`src/rtl/core/dsf_pkg.sv`:
```
// Shared types and constants of the decimal string formatter.
package dsf_pkg;

  localparam int unsigned DefValueBits = 64;
  localparam int unsigned FracW        = 5;
  localparam logic [FracW-1:0] MaxFraction = 5'd20;

  localparam logic [7:0] AsciiZero  = 8'h30;
  localparam logic [7:0] AsciiPoint = 8'h2e;
  localparam logic [7:0] AsciiComma = 8'h2c;
  localparam logic [7:0] AsciiMinus = 8'h2d;

  typedef struct packed {
    logic signed [63:0] value;
    logic [FracW-1:0]   fraction_digits;
  } dsf_in_t;

  typedef struct packed {
    logic [7:0] character;
    logic       last;
  } dsf_out_t;

  typedef struct packed {
    logic             neg;
    logic [FracW-1:0] fd;
  } dsf_cls_t;

endpackage

```
`src/rtl/core/dsf_front.sv`:
```
// Front end: takes items, splits sign and magnitude, and queues them for the back end.
module dsf_front #(
  parameter int unsigned VALUE_BITS = dsf_pkg::DefValueBits
) (
  input  logic                  clk_i,
  input  logic                  rst_ni,
  input  logic                  push,
  output logic                  full,
  input  dsf_pkg::dsf_in_t      item_i,
  output logic                  q_valid_o,
  input  logic                  q_pop_i,
  output dsf_pkg::dsf_cls_t     q_cls_o,
  output logic [VALUE_BITS-1:0] q_mag_o
);
  import dsf_pkg::*;

  logic [VALUE_BITS-1:0] x;
  logic [VALUE_BITS-1:0] mag;
  dsf_cls_t              cls;

  dsf_cls_t              cls_q [2];
  logic [VALUE_BITS-1:0] mag_q [2];
  logic                  wr_ptr_q, wr_ptr_d;
  logic                  rd_ptr_q, rd_ptr_d;
  logic [1:0]            count_q, count_d;
  logic                  do_push, do_pop;

  assign x       = item_i.value[VALUE_BITS-1:0];
  assign cls.neg = x[VALUE_BITS-1];
  assign mag     = cls.neg ? (~x + 1'b1) : x;
  assign cls.fd  = (item_i.fraction_digits > MaxFraction) ? MaxFraction
                                                          : item_i.fraction_digits;

  assign full      = (count_q == 2'd2);
  assign q_valid_o = (count_q != 2'd0);
  assign q_cls_o   = cls_q[rd_ptr_q];
  assign q_mag_o   = mag_q[rd_ptr_q];
  assign do_push   = push && !full;
  assign do_pop    = q_pop_i && q_valid_o;

  always_comb begin
    wr_ptr_d = do_push ? ~wr_ptr_q : wr_ptr_q;
    rd_ptr_d = do_pop ? ~rd_ptr_q : rd_ptr_q;
    count_d  = count_q;
    if (do_push && !do_pop) begin
      count_d = count_q + 2'd1;
    end else if (do_pop && !do_push) begin
      count_d = count_q - 2'd1;
    end
  end

  always_ff @(posedge clk_i or negedge rst_ni) begin
    if (!rst_ni) begin
      wr_ptr_q <= 1'b0;
      rd_ptr_q <= 1'b0;
      count_q  <= 2'd0;
    end else begin
      wr_ptr_q <= wr_ptr_d;
      rd_ptr_q <= rd_ptr_d;
      count_q  <= count_d;
    end
  end

  always_ff @(posedge clk_i) begin
    if (do_push) begin
      cls_q[wr_ptr_q] <= cls;
      mag_q[wr_ptr_q] <= mag;
    end
  end

endmodule

```
`src/rtl/core/dsf_back.sv`:
```
// Back end: shift-and-add-3 conversion to decimal digits, then serial character output.
module dsf_back #(
  parameter int unsigned VALUE_BITS = dsf_pkg::DefValueBits
) (
  input  logic                  clk_i,
  input  logic                  rst_ni,
  input  logic                  q_valid_i,
  output logic                  q_pop_o,
  input  dsf_pkg::dsf_cls_t     q_cls_i,
  input  logic [VALUE_BITS-1:0] q_mag_i,
  output logic                  empty,
  input  logic                  pop,
  output dsf_pkg::dsf_out_t     result_o
);
  import dsf_pkg::*;

  localparam int unsigned MagDigits = (VALUE_BITS * 30103) / 100000 + 1;
  localparam int unsigned NDig      = (MagDigits > 21) ? MagDigits : 21;
  localparam int unsigned IdxW      = $clog2(NDig);
  localparam int unsigned CntW      = $clog2(VALUE_BITS);

  typedef enum logic [2:0] {
    StIdle, StConv, StSkip, StSign, StInt, StComma, StPoint, StFrac
  } state_e;

  function automatic logic [1:0] mod3(input logic [IdxW-1:0] v);
    logic [2:0] r;
    r = 3'd0;
    for (int i = IdxW - 1; i >= 0; i--) begin
      r = {r[1:0], 1'b0} + {2'b00, v[i]};
      if (r >= 3'd3) begin
        r = r - 3'd3;
      end
    end
    return r[1:0];
  endfunction

  state_e                state_q, state_d;
  logic [NDig*4-1:0]     bcd_q, bcd_d;
  logic [NDig*4-1:0]     adj;
  logic [VALUE_BITS-1:0] mag_q, mag_d;
  logic [CntW-1:0]       cnt_q, cnt_d;
  logic [IdxW-1:0]       idx_q, idx_d;
  logic [1:0]            ph_q, ph_d;
  logic                  neg_q, neg_d;
  logic [FracW-1:0]      fd_q, fd_d;
  logic                  ovalid_q, ovalid_d;
  dsf_out_t              out_q, out_d;

  logic                  free;
  logic [3:0]            digit;
  logic [IdxW-1:0]       fd_ext;
  logic                  at_fd;

  assign free     = !ovalid_q || pop;
  assign digit    = bcd_q[idx_q*4 +: 4];
  assign fd_ext   = IdxW'(fd_q);
  assign at_fd    = (idx_q == fd_ext);
  assign empty    = !ovalid_q;
  assign result_o = out_q;
  assign q_pop_o  = (state_q == StIdle) && q_valid_i;

  always_comb begin
    for (int d = 0; d < NDig; d++) begin
      adj[d*4 +: 4] = (bcd_q[d*4 +: 4] >= 4'd5) ? bcd_q[d*4 +: 4] + 4'd3 : bcd_q[d*4 +: 4];
    end
  end

  always_comb begin
    state_d  = state_q;
    bcd_d    = bcd_q;
    mag_d    = mag_q;
    cnt_d    = cnt_q;
    idx_d    = idx_q;
    ph_d     = ph_q;
    neg_d    = neg_q;
    fd_d     = fd_q;
    ovalid_d = ovalid_q && !pop;
    out_d    = out_q;
    unique case (state_q)
      StIdle: begin
        if (q_valid_i) begin
          bcd_d   = '0;
          mag_d   = q_mag_i;
          neg_d   = q_cls_i.neg;
          fd_d    = q_cls_i.fd;
          cnt_d   = CntW'(VALUE_BITS - 1);
          state_d = StConv;
        end
      end
      StConv: begin
        bcd_d = {adj[NDig*4-2:0], mag_q[VALUE_BITS-1]};
        mag_d = {mag_q[VALUE_BITS-2:0], 1'b0};
        cnt_d = cnt_q - 1'b1;
        if (cnt_q == '0) begin
          idx_d   = IdxW'(NDig - 1);
          state_d = StSkip;
        end
      end
      StSkip: begin
        if ((digit == 4'd0) && (idx_q > fd_ext)) begin
          idx_d = idx_q - 1'b1;
        end else begin
          ph_d    = mod3(idx_q - fd_ext);
          state_d = neg_q ? StSign : StInt;
        end
      end
      StSign: begin
        if (free) begin
          ovalid_d        = 1'b1;
          out_d.character = AsciiMinus;
          out_d.last      = 1'b0;
          state_d         = StInt;
        end
      end
      StInt: begin
        if (free) begin
          ovalid_d        = 1'b1;
          out_d.character = AsciiZero + {4'd0, digit};
          out_d.last      = at_fd && (fd_q == '0);
          idx_d           = idx_q - 1'b1;
          ph_d            = (ph_q == 2'd0) ? 2'd2 : ph_q - 2'd1;
          if (at_fd) begin
            state_d = (fd_q == '0) ? StIdle : StPoint;
          end else if (ph_q == 2'd0) begin
            state_d = StComma;
          end
        end
      end
      StComma: begin
        if (free) begin
          ovalid_d        = 1'b1;
          out_d.character = AsciiComma;
          out_d.last      = 1'b0;
          state_d         = StInt;
        end
      end
      StPoint: begin
        if (free) begin
          ovalid_d        = 1'b1;
          out_d.character = AsciiPoint;
          out_d.last      = 1'b0;
          state_d         = StFrac;
        end
      end
      StFrac: begin
        if (free) begin
          ovalid_d        = 1'b1;
          out_d.character = AsciiZero + {4'd0, digit};
          out_d.last      = (idx_q == '0);
          idx_d           = idx_q - 1'b1;
          if (idx_q == '0) begin
            state_d = StIdle;
          end
        end
      end
      default: state_d = StIdle;
    endcase
  end

  always_ff @(posedge clk_i or negedge rst_ni) begin
    if (!rst_ni) begin
      state_q  <= StIdle;
      ovalid_q <= 1'b0;
      bcd_q    <= '0;
      mag_q    <= '0;
      cnt_q    <= '0;
      idx_q    <= '0;
      ph_q     <= 2'd0;
      neg_q    <= 1'b0;
      fd_q     <= '0;
      out_q    <= '0;
    end else begin
      state_q  <= state_d;
      ovalid_q <= ovalid_d;
      bcd_q    <= bcd_d;
      mag_q    <= mag_d;
      cnt_q    <= cnt_d;
      idx_q    <= idx_d;
      ph_q     <= ph_d;
      neg_q    <= neg_d;
      fd_q     <= fd_d;
      out_q    <= out_d;
    end
  end

endmodule

```
`src/rtl/core/decimal_string_formatter.sv`:
```
// Top level of the decimal string formatter: signed integer in, ASCII text out.
//
// Items enter through a queue-style port: an item is taken at a clock edge where
// push is high and full is low. It carries a signed value, of which the low
// VALUE_BITS bits count, and the number of fraction digits, saturated at twenty.
// Characters leave through a second queue-style port: while empty is low the
// oldest character is on result_o, and it is taken at an edge where pop is high.
// The last character of each number carries the last flag.
// A two-entry queue sits in front of the converter, so up to two items are
// taken while the converter is busy or the receiver stalls.
// Each item is loaded, converted by the shift-and-add-3 loop over its VALUE_BITS
// magnitude bits, and its leading zero digits are skipped; then its characters
// (1 to 26 with VALUE_BITS of 64) are sent one per cycle while the receiver keeps up.
// When the receiver stalls, the output register holds its character and the
// character output waits; the conversion and the digit skip do not wait on it.
// Reset empties the queue and the output and drops any item.
module decimal_string_formatter #(
  parameter int unsigned VALUE_BITS = dsf_pkg::DefValueBits
) (
  input  logic              clk_i,
  input  logic              rst_ni,
  input  logic              push,
  output logic              full,
  input  dsf_pkg::dsf_in_t  item_i,
  output logic              empty,
  input  logic              pop,
  output dsf_pkg::dsf_out_t result_o
);
  import dsf_pkg::*;

  logic                  q_valid;
  logic                  q_pop;
  dsf_cls_t              q_cls;
  logic [VALUE_BITS-1:0] q_mag;

  dsf_front #(
    .VALUE_BITS(VALUE_BITS)
  ) u_front (
    .clk_i    (clk_i),
    .rst_ni   (rst_ni),
    .push     (push),
    .full     (full),
    .item_i   (item_i),
    .q_valid_o(q_valid),
    .q_pop_i  (q_pop),
    .q_cls_o  (q_cls),
    .q_mag_o  (q_mag)
  );

  dsf_back #(
    .VALUE_BITS(VALUE_BITS)
  ) u_back (
    .clk_i    (clk_i),
    .rst_ni   (rst_ni),
    .q_valid_i(q_valid),
    .q_pop_o  (q_pop),
    .q_cls_i  (q_cls),
    .q_mag_i  (q_mag),
    .empty    (empty),
    .pop      (pop),
    .result_o (result_o)
  );

endmodule
```
`config.mk`:
```
export PLATFORM = sky130hd
export DESIGN_NAME = decimal_string_formatter
export DESIGN_NICKNAME = d
export VERILOG_FILES = /design/src/rtl/core/dsf_pkg.sv /design/src/rtl/core/dsf_front.sv /design/src/rtl/core/dsf_back.sv /design/src/rtl/core/decimal_string_formatter.sv
export SDC_FILE = /design/constraint.sdc
export NUM_CORES = 1
export LEC_CHECK = 0
export BUFFER_PORTS_ARGS = -buffer_cell sky130_fd_sc_hd__buf_4
export CORE_MARGIN = 5
export CORE_UTILIZATION = 50
export DETAILED_ROUTE_END_ITERATION = 8
export MAX_ROUTING_LAYER = met4
export PLACE_DENSITY = 0.68
export SLEW_MARGIN = 5
export SYNTH_ARGS = -nofsm -noshare
export SYNTH_HDL_FRONTEND = slang
export SYNTH_HIERARCHICAL = 1
export SYNTH_SLANG_ARGS = --single-unit
```
`constraint.sdc`:
```
create_clock -name clk_i -period 10.7 [get_ports clk_i]
set_input_delay 2.14 -clock clk_i [delete_from_list [all_inputs] [get_ports clk_i]]
set_output_delay 2.14 -clock clk_i [all_outputs]
set_load 0.01 [all_outputs]
```
; Word level (Yosys, flattened, before mapping)
; Memory sizes are Yosys's and may differ from the RTL's. A register that Yosys moved wholly into a read port is not among the register bits.
; Index checks and enable logic that the tools add are counted.
[op_classes]
add_sub_neg = 38
order_cmp = 28
n_eq_ne = 22
shifts = 1
mux = 75
bitwise = 3
n_reduce_logical = 36
[ops]
columns = cell, count
row1 = one-hot mux 84 bit (2 select lines), 1
row2 = 2-to-1 mux 64 bit, 2
row3 = one-hot mux 64 bit (2 select lines), 1
row4 = "greater-or-equal comparator 4 x 3 -> 1 bit, second input constant", 21
row5 = 2-to-1 mux 84 bit, 1
row6 = variable part select 84 x 8 -> 4 bit, 1
row7 = "adder 4 x 2 -> 4 bit, second input constant", 20
row8 = 2-to-1 mux 4 bit, 20
row9 = "adder 64 x 1 -> 64 bit, second input constant", 1
row10 = NOT 64 bit, 1
row11 = 2-to-1 mux 9 bit, 5
row12 = one-hot mux 9 bit (5 select lines), 1
row13 = 2-to-1 mux 3 bit, 13
row14 = 2-to-1 mux 2 bit, 18
row15 = "!= test 2 x 1 -> 1 bit, second input constant", 11
row16 = one-hot mux 3 bit (7 select lines), 1
row17 = 2-to-1 mux 5 bit, 4
row18 = one-hot mux 5 bit (3 select lines), 1
row19 = adder 3 x 1 -> 3 bit, 4
row20 = "equality test 3 bit, second input constant", 4
row21 = "greater-or-equal comparator 3 x 2 -> 1 bit, second input constant", 4
row22 = one-hot mux 6 bit (2 select lines), 1
row23 = logical NOT 5 bit, 2
row24 = AND reduction 9 bit, 1
row25 = 38 further kinds, 64
[word_totals]
regBits = 178
mem_bits_rw = 140
in_bits = 73
output_inout_bits = 11
n_memories = 2
[memory_table]
columns = name, depth, word_bits, read_ports, rd_clocked_by_memory_dff, write_ports, line_no
row1 = u_front.mag_q, 2, 64, 1, 0, 1, dsf_front.sv:22  ; logic [VALUE_BITS-1:0] mag_q [2];
row2 = u_front.cls_q, 2, 6, 1, 1, 1, dsf_front.sv:21  ; dsf_cls_t cls_q [2];

; Logic depth before layout (Yosys ltp)
; Gate-level depths: netlist of the first run.
[logic_depth]
depth_word = 25
mapped_depth = 25
mapped_depth_nobuf = 23

; By module
; The synthesis of the first run kept the hierarchy.
[modules_own_cells]
columns = module, instances, cells_per_inst, area_per_inst_um2, seq_area_each_um2
row1 = dsf_back, 1, 1172, 10492.6, 4454.3
row2 = dsf_front, 1, 467, 6904.1, 4304.1

; Worst setup path after synthesis of the first run
; No wires, ideal clock.
[synth_path]
kind = input to register
startpoint = in push
endpoint = mem u_front/cls_q[0][0] in the netlist's numbering, enable pin
arrival_time_ns = 5.152
t_required_ns = 10.202
path_slack_ns = 5.049
path_stages = 2
n_path_buf = 0
cell_sequence = nand2_1 > nor2_1
[synth_via]
elab_chain_cells = 3
[synth_rtl]
columns = element, line_no
row1 = start: declaration, decimal_string_formatter.sv:22  ; input logic push,
row2 = logical AND 1 bit, dsf_front.sv:38  ; assign do_push = push && !full;
row3 = 2-to-1 mux 1 bit, dsf_front.sv:65  ; if (do_push) begin
row4 = 2-to-1 mux 1 bit (not written as such), dsf_front.sv:66  ; cls_q[wr_ptr_q] <= cls;
row5 = end: declaration, dsf_front.sv:21
; No other way between the ends.

; Final worst setup path of the first run
[layout_path]
startpoint = reg u_back.idx_q[1]
endpoint = reg u_back.ph_q[0]
[layout_via]
elab_chain_cells = 25
[layout_rtl]
columns = element, line_no
row1 = start: declaration, dsf_back.sv:43  ; logic [IdxW-1:0] idx_q, idx_d;
row2 = start signal: assignment, dsf_back.sv:179  ; idx_q <= idx_d;
row3 = subtractor 5 bit, dsf_back.sv:104  ; ph_d = mod3(idx_q - fd_ext);
row4 = subtractor 1 x 2 -> 2 bit / greater-or-equal comparator 1 x 2 -> 1 bit (equally long branches), "dsf_back.sv:32, dsf_back.sv:31"
row5 = 2-to-1 mux 2 bit, dsf_back.sv:31  ; if (r >= 3'd3) begin
row6 = 2-to-1 mux 2 bit, dsf_back.sv:101  ; if ((digit == 4'd0) && (idx_q > fd_ext)) begin
row7 = 2-to-1 mux 2 bit, dsf_back.sv:80  ; unique case (state_q)
row8 = adder 3 x 1 -> 3 bit, dsf_back.sv:30  ; r = {r[1:0], 1'b0} + {2'b00, v[i]};
row9 = greater-or-equal comparator 3 x 2 -> 1 bit / subtractor 2 bit (equally long branches), "dsf_back.sv:31, dsf_back.sv:32"
row10 = 2-to-1 mux 2 bit, dsf_back.sv:31
row11 = (+9 left out), n/a
row12 = 2-to-1 mux 2 bit, dsf_back.sv:31
row13 = 2-to-1 mux 2 bit, dsf_back.sv:101
row14 = 2-to-1 mux 2 bit, dsf_back.sv:80
row15 = adder 3 x 1 -> 3 bit, dsf_back.sv:30
row16 = greater-or-equal comparator 3 x 2 -> 1 bit, dsf_back.sv:31
row17 = 2-to-1 mux 2 bit, dsf_back.sv:31
row18 = 2-to-1 mux 2 bit, dsf_back.sv:101
row19 = one-hot mux 2 bit (2 select lines), dsf_back.sv:80
row20 = end signal: assignment, dsf_back.sv:180  ; ph_q <= ph_d;
row21 = end: declaration, dsf_back.sv:44  ; logic [1:0] ph_q, ph_d;
; Parallel ways exist; a longest one is shown, timed or not. The select of a mux whose other input is x is not followed.
; A chain may end at the register's enable or synchronous reset.

==> results.sh, run 1 <==
export IMPL_status="finished clean"
export IMPL_avgSynthCellArea_um2=10.6
export IMPL_multi_input_area_mm2=0.00801
export IMPL_dieArea_mm2=0.0386
export IMPL_slowest_delay_ns=0.66
export IMPL_cts_buffers=37
export IMPL_critical_path_required_ns=11.10
export IMPL_timing_final_crit_share_pct=43.0
export IMPL_avgRoutedWirePerCell_um=17.5
export IMPL_cts_setup_buffers=0
export IMPL_final_setup_skew_ns=0.0125
export IMPL_drc=0
export IMPL_cts_max_path_buffers=3
export IMPL_endpoint_kind="register"
export IMPL_grt_pass1_vias=12800
export IMPL_seq_area_frac_synth_pct=50.3
export IMPL_antenna_cells=0
export IMPL_grt_pass1_wl_um=64000
export IMPL_tritoncts="built"
export IMPL_start_util_pct=50.5
export IMPL_maxCapViolCount=0
export IMPL_crit_path_max_fanout=18
export IMPL_max_freq_ghz=0.217
export IMPL_grt_setup_unrepaired="no"
export IMPL_holdBufCountCts=0
export IMPL_final_nets=1812
export IMPL_crit_top_cell="ha_1"
export IMPL_io_pins=84
export IMPL_synth_edf_count=140
export IMPL_track_usage_pct=20.4
export IMPL_crit_arrival_ns=5.00
export IMPL_numPortBuffers=81
export IMPL_coreArea_mm2=0.0345
export IMPL_synthFlopType="dfrtp_1"
export IMPL_powerDensity_mw_per_mm2=156
export IMPL_clk_latency_ns=0.53
export IMPL_setup_viol=0
export IMPL_slew_viol_final=0
export IMPL_start_kind="register"
export IMPL_ant_nets=0
export IMPL_area_sequential_mm2=0.00876
export IMPL_design_area_mm2=0.0196
export IMPL_clkTransAtPathRegs_ns=0.06
export IMPL_dr_total_vias=12600
export IMPL_ys_seq_elements=322
export IMPL_crit_chain="fa_1 -> a21o_1 -> a21oi_1 -> xor2_1 -> and2_1 -> ha_1 -> nor2_1 -> and2_1 -> mux2i_1 -> o211ai_1 -> nand2_1 -> ha_1 -> a31oi_1 -> and3b_1 -> a21oi_1 -> ha_1 -> or3_1 -> o32ai_1 -> a221oi_1 -> a2bb2oi_1"
export IMPL_dr_pass1_iters=5
export IMPL_final_util_pct=56.8
export IMPL_yosys_warnings=6
export IMPL_hold_viol_final=0
export IMPL_tightest_slew_ns=1.09
export IMPL_antenna_found_initial=0
export IMPL_final_cells=2161
export IMPL_routed_wl_um=37900
export IMPL_h_tree_depth=2
export IMPL_num_fill_cells=2877
export IMPL_hold_path_class="register to register"
export IMPL_cts_resized=0
export IMPL_tns_ns=0
export IMPL_drive_gt1_share_pct=15.8
export IMPL_syn_to_final_growth_pct=12.5
export IMPL_clockRootBuffer="clkbuf_16"
export IMPL_synth_cell_types=82
export IMPL_clock_sinks=322
export IMPL_routed_via_density=5.82
export IMPL_slew_headroom_pct=27.0
export IMPL_dp_final_hpwl_um=24500
export IMPL_gr_total_overflow=0
export IMPL_p_leak_nw=7.66
export IMPL_layout_commonest_cell="nand2_1"
export IMPL_peakVddDrop_mv=0.109
export IMPL_async_reset_ff_share_pct=56.5
export IMPL_place_gp_congestion=0.911
export IMPL_period_minus_slack_ns=4.60
export IMPL_cp_top_family="compound AO/OA/AOI/OAI gates"
export IMPL_placed_area_mm2=0.0183
export IMPL_drt_iter0_drc=905
export IMPL_mostFrequentLayoutCells="nand2_1, dfrtp_1, edfxtp_1"
export IMPL_syn_instance_count=1639
export IMPL_path_buf_inv=0
export IMPL_die_width_um=197
export IMPL_grt_start_max_net_pins=114
export IMPL_finalPower_mw=3.06
export IMPL_die_y_um=197
export IMPL_synthesis_area_mm2=0.0174
export IMPL_place_inst=2095
export IMPL_cp_slowest_cell="dfrtp_1"
export IMPL_critPathKind="register to register"
export IMPL_fp_row_count=68
-- routing by layer --
metal  global-route usage [%]  part of all wire [%]
met3                     2.72                   4.0
met5                        -                     0
met4                     6.39                   2.6
met1                     27.8                    47
met2                     32.0                    47
-- final cells by class --
type | instances | area share [%]
Tap cell | 455 | 2.91
Multi-Input combinational cell | 1156 | 40.9
Inverter | 69 | 1.32
Clock buffer | 51 | 5.26
Sequential cell | 322 | 44.8
Timing Repair Buffer | 93 | 3.60
Clock inverter | 15 | 1.20
-- worst register-to-register path: cells and delay by family (launching register included) --
family                   cells  cell delay [ns]
XOR/XNOR                     1             0.14
AND/OR/NAND/NOR              6             1.19
flip-flops                   1             0.66
multiplexers                 1             0.08
AO/OA/AOI/OAI                8             1.23
adder cells (fa/ha/maj)      4             1.18
-- path summary, 6_finish.rpt --
check	startpoint	to	slack, ns	depth (start not counted)
worst max-delay path	u_back/idx_q[1]	u_back/ph_q[0]	6.10	20
worst min-delay path	u_back/result_o[1]	u_back/result_o[1]	0.48	2
worst max register to register	u_back/idx_q[1]	u_back/ph_q[0]	6.10	20
worst min register to register	u_back/result_o[1]	u_back/result_o[1]	0.48	2
max in group asynchronous	rst_ni	u_back/mag_q[60]	7.06	3
min in group asynchronous	rst_ni	u_back/ovalid_q	1.63	1
-- state kept, by name (all words and copies together) (netlist names), 2 cells and up --
name and count:
u_front/cls_q 12, u_back/fd_ext 5, u_back/cnt_q 6, u_back/result_o 7
u_back/ph_q 2, u_front/count_q 2, u_back/state_q 3, u_front/mag_q 128
u_back/mag_q 64, u_back/idx_q 5, u_back/bcd_q 84
-- metrics by stage --
step	hold slack [ns]	setup WS [ns]
6_report	0.485	6.10
5_1_grt	0.494	5.74
4_1_cts	0.478	6.09
3_5_place_dp	0.466	6.08
3_3_place_gp	0.460	6.16
2_1_floorplan	0.448	5.05
-- synth_stat cells, types with 5 or more instances --
cell	instances	area share [%]
clkbuf_1	66	1.4
or4_1	8	0.35
nand2_1	190	4.1
inv_1	67	1.4
o21ai_0	94	2.7
mux2_2	74	4.8
o41ai_1	9	0.45
nand2b_1	28	1.0
a21oi_1	64	1.8
nor4_1	12	0.43
edfxtp_1	140	24
mux4_1	11	1.7
o211ai_1	7	0.30
buf_2	7	0.20
a32o_1	21	1.2
xor2_1	26	1.3
dfrtp_1	182	26
nor3_1	15	0.43
buf_1	12	0.26
nand4_1	7	0.25
o31ai_1	59	2.5
xnor2_1	88	4.4
or3_1	17	0.61
or2_2	6	0.22
a31oi_1	67	2.4
mux4_2	5	0.65
nor2b_1	5	0.18
nor2_1	125	2.7
nand3_1	73	2.1
ha_1	59	4.2
buf_4	5	0.22
mux2i_1	7	0.40
o41ai_2	6	0.56
-- report_power, final --
part / internal, mW / switching, mW / total (mW)
Sequential: 1.46 / 0.0296 / 1.49
Clock: 0.800 / 0.506 / 1.31
Combinational: 0.0961 / 0.170 / 0.266
-- cell families after synthesis --
family / share of synthesized area (%)
simple gates: 14.2
compound gates: 13.8
other cells: 0.0216
flops: 50.3
mux: 7.74
buf+inv: 3.80
xor+xnor: 5.74
fa+ha+maj: 4.36
No activity file was read; power rests on OpenSTA's default activity.
==> run 2, diff against run 1 <==
--- a/config.mk
+++ b/config.mk
@@ -10,7 +10,7 @@
 export CORE_UTILIZATION = 50
 export DETAILED_ROUTE_END_ITERATION = 8
 export MAX_ROUTING_LAYER = met4
-export PLACE_DENSITY = 0.68
+export PLACE_DENSITY = 0.71
 export SLEW_MARGIN = 5
 export SYNTH_ARGS = -nofsm -noshare
 export SYNTH_HDL_FRONTEND = slang
==> constraint.sdc (replaced) <==
create_clock -name clk_i -period 4.1 [get_ports clk_i]
set_input_delay 0.82 -clock clk_i [delete_from_list [all_inputs] [get_ports clk_i]]
set_output_delay 0.82 -clock clk_i [all_outputs]
set_load 0.01 [all_outputs]
==> results.sh, run 2 (same netlist as run 1, synthesis figures left out) <==
export IMPL_max_freq_ghz=0.247
export IMPL_critPathKind="register to register"
export IMPL_final_cells=2183
export IMPL_slowest_delay_ns=0.43
export IMPL_cts_max_path_buffers=3
export IMPL_grt_setup_unrepaired="yes"
export IMPL_start_kind="register"
export IMPL_peakVddDrop_mv=0.289
export IMPL_path_buf_inv=2
export IMPL_h_tree_depth=2
export IMPL_final_nets=1833
export IMPL_dp_final_hpwl_um=25300
export IMPL_fp_row_count=68
export IMPL_dr_total_vias=12600
export IMPL_tightest_slew_ns=1.00
export IMPL_ant_nets=0
export IMPL_antenna_cells=0
export IMPL_layout_commonest_cell="nand2_1"
export IMPL_wl_met1_um=17400
export IMPL_numPortBuffers=81
export IMPL_crit_chain="clkinv_4 -> ha_4 -> inv_2 -> fa_2 -> a21o_1 -> a21oi_2 -> xor2_1 -> and2_4 -> ha_4 -> nor3_1 -> mux2i_2 -> o211ai_1 -> nand2_1 -> ha_2 -> a31oi_4 -> and3b_1 -> a21oi_1 -> ha_2 -> or3_4 -> o32ai_4 -> a221oi_2 -> a2bb2oi_1"
export IMPL_placed_area_mm2=0.0185
export IMPL_largest_reg_flops=128
export IMPL_routed_via_density=5.79
export IMPL_crit_start="u_back/idx_q[0]"
export IMPL_holdWs_ns=0.270
export IMPL_place_gp_congestion=0.961
export IMPL_slew_viol_final=0
export IMPL_reg_top3="u_front/mag_q x128, u_back/bcd_q x84, u_back/mag_q x64"
export IMPL_final_setup_skew_ns=0.0212
export IMPL_timing_final_crit_share_pct=98.7
export IMPL_die_width_um=197
export IMPL_clk_latency_ns=0.54
export IMPL_io_pins=84
export IMPL_top_register="u_front/mag_q"
export IMPL_drc=0
export IMPL_period_minus_slack_ns=4.05
export IMPL_dp_slack_ns=-0.108
export IMPL_rr_worst_depth=22
export IMPL_gr_total_overflow=0
export IMPL_start_util_pct=50.5
export IMPL_coreArea_mm2=0.0345
export IMPL_cp_top_family="compound AO/OA/AOI/OAI gates"
export IMPL_r2r_start="u_back/idx_q[0]"
export IMPL_syn_to_final_growth_pct=13.8
export IMPL_endpoint_kind="register"
export IMPL_drive_gt1_share_pct=17.8
export IMPL_finalPower_mw=7.75
export IMPL_antenna_found_initial=0
export IMPL_reg2reg_to="u_back/ph_q[0]"
export IMPL_setup_viol=0
export IMPL_die_y_um=197
export IMPL_tritoncts="built"
export IMPL_num_fill_cells=2893
export IMPL_slew_headroom_pct=33.4
export IMPL_clkTransAtPathRegs_ns=0.06
export IMPL_design_area_mm2=0.0198
export IMPL_crit_path_max_fanout=4
export IMPL_maxCapViolCount=0
export IMPL_drt_iter0_drc=937
export IMPL_clock_sinks=322
export IMPL_dieArea_mm2=0.0386
export IMPL_powerDensity_mw_per_mm2=391
export IMPL_grt_pass1_wl_um=63900
export IMPL_crit_arrival_ns=4.43
export IMPL_tns_ns=0
export IMPL_grt_start_max_net_pins=132
export IMPL_wl_met2_um=18100
export IMPL_p_leak_nw=7.75
export IMPL_critical_path_required_ns=4.49
export IMPL_hold_viol_final=0
export IMPL_track_usage_pct=20.2
export IMPL_setup_ws_ns=0.0523
export IMPL_place_inst=2105
export IMPL_dr_max_layer_used="met4"
export IMPL_clockRootBuffer="clkbuf_16"
export IMPL_cts_buffers=36
export IMPL_met3_length_um=1570
export IMPL_routed_wl_um=38000
export IMPL_mostFrequentLayoutCells="nand2_1, dfrtp_1, edfxtp_1"
export IMPL_grt_pass1_vias=12900
export IMPL_hold_path_class="input pin to async pin"
export IMPL_final_util_pct=57.5
export IMPL_cp_slowest_cell="dfrtp_2"
export IMPL_dr_pass1_iters=5
export IMPL_avgRoutedWirePerCell_um=17.4
export IMPL_rrSetupSlack_ns=0.05
export IMPL_status="finished clean"
-- run 2: changes by cell type in the layout (fill, tap and decap cells not counted), moves of 2 or more --
cell	previous run	this run
buf_12	0	3
clkinv_1	3	7
buf_4	92	111
bufinv_16	5	2
ha_4	0	3
ha_2	0	2
clkbuf_8	4	1
inv_6	0	2
and2_4	0	2
inv_1	67	65
ha_1	59	54
and2_1	4	2
-- run 2: repair_timing --
| item | CTS | global route |
|---|---|---|
| hold buffers | 0 | 0 |
| setup buffers | 6 | 6 |
| pin swaps | 3 | 11 |
| gates resized for setup | 1 | 14 |
| endpoints found under the setup margin | 2 | 2 |
| cloned | 0 | 0 |
-- run 2: how the worst max path moves through the flow --
stage / to / slack, ns / cells after the start
after floorplan: u_back/ph_q[0] / -0.04 / 25
after global placement: u_back/ph_q[0] / 0.06 / 23
after detailed placement: u_back/ph_q[0] / -0.11 / 23
after CTS: u_back/ph_q[0] / 0.003 / 23
after global routing: u_back/ph_q[0] / -0.10 / 23
final: u_back/ph_q[0] / 0.05 / 22
-- run 2: routing by layer --
metal  global-route usage, %  vias up
met3                    2.68       71
li1                        -     6084
met2                    32.9      298
met5                       -        -
met1                    26.7     6182
met4                    6.18        0
-- run 2: layout make-up --
cell class | instances | area, um^2 | area share, %
repair buffers | 115 | 905 | 4.57
well taps | 455 | 569 | 2.87
flip-flops and latches | 322 | 8760 | 44.2
clock inverters | 16 | 164 | 0.828
multi-input cells | 1156 | 8140 | 41.1
clock buffers | 50 | 1010 | 5.08
inverters | 69 | 264 | 1.33
-- run 2: where the power goes --
group	switching (mW)	internal, mW
sequential	0.0782	3.80
combinational	0.438	0.269
clock	1.30	1.87
total	1.81	5.94
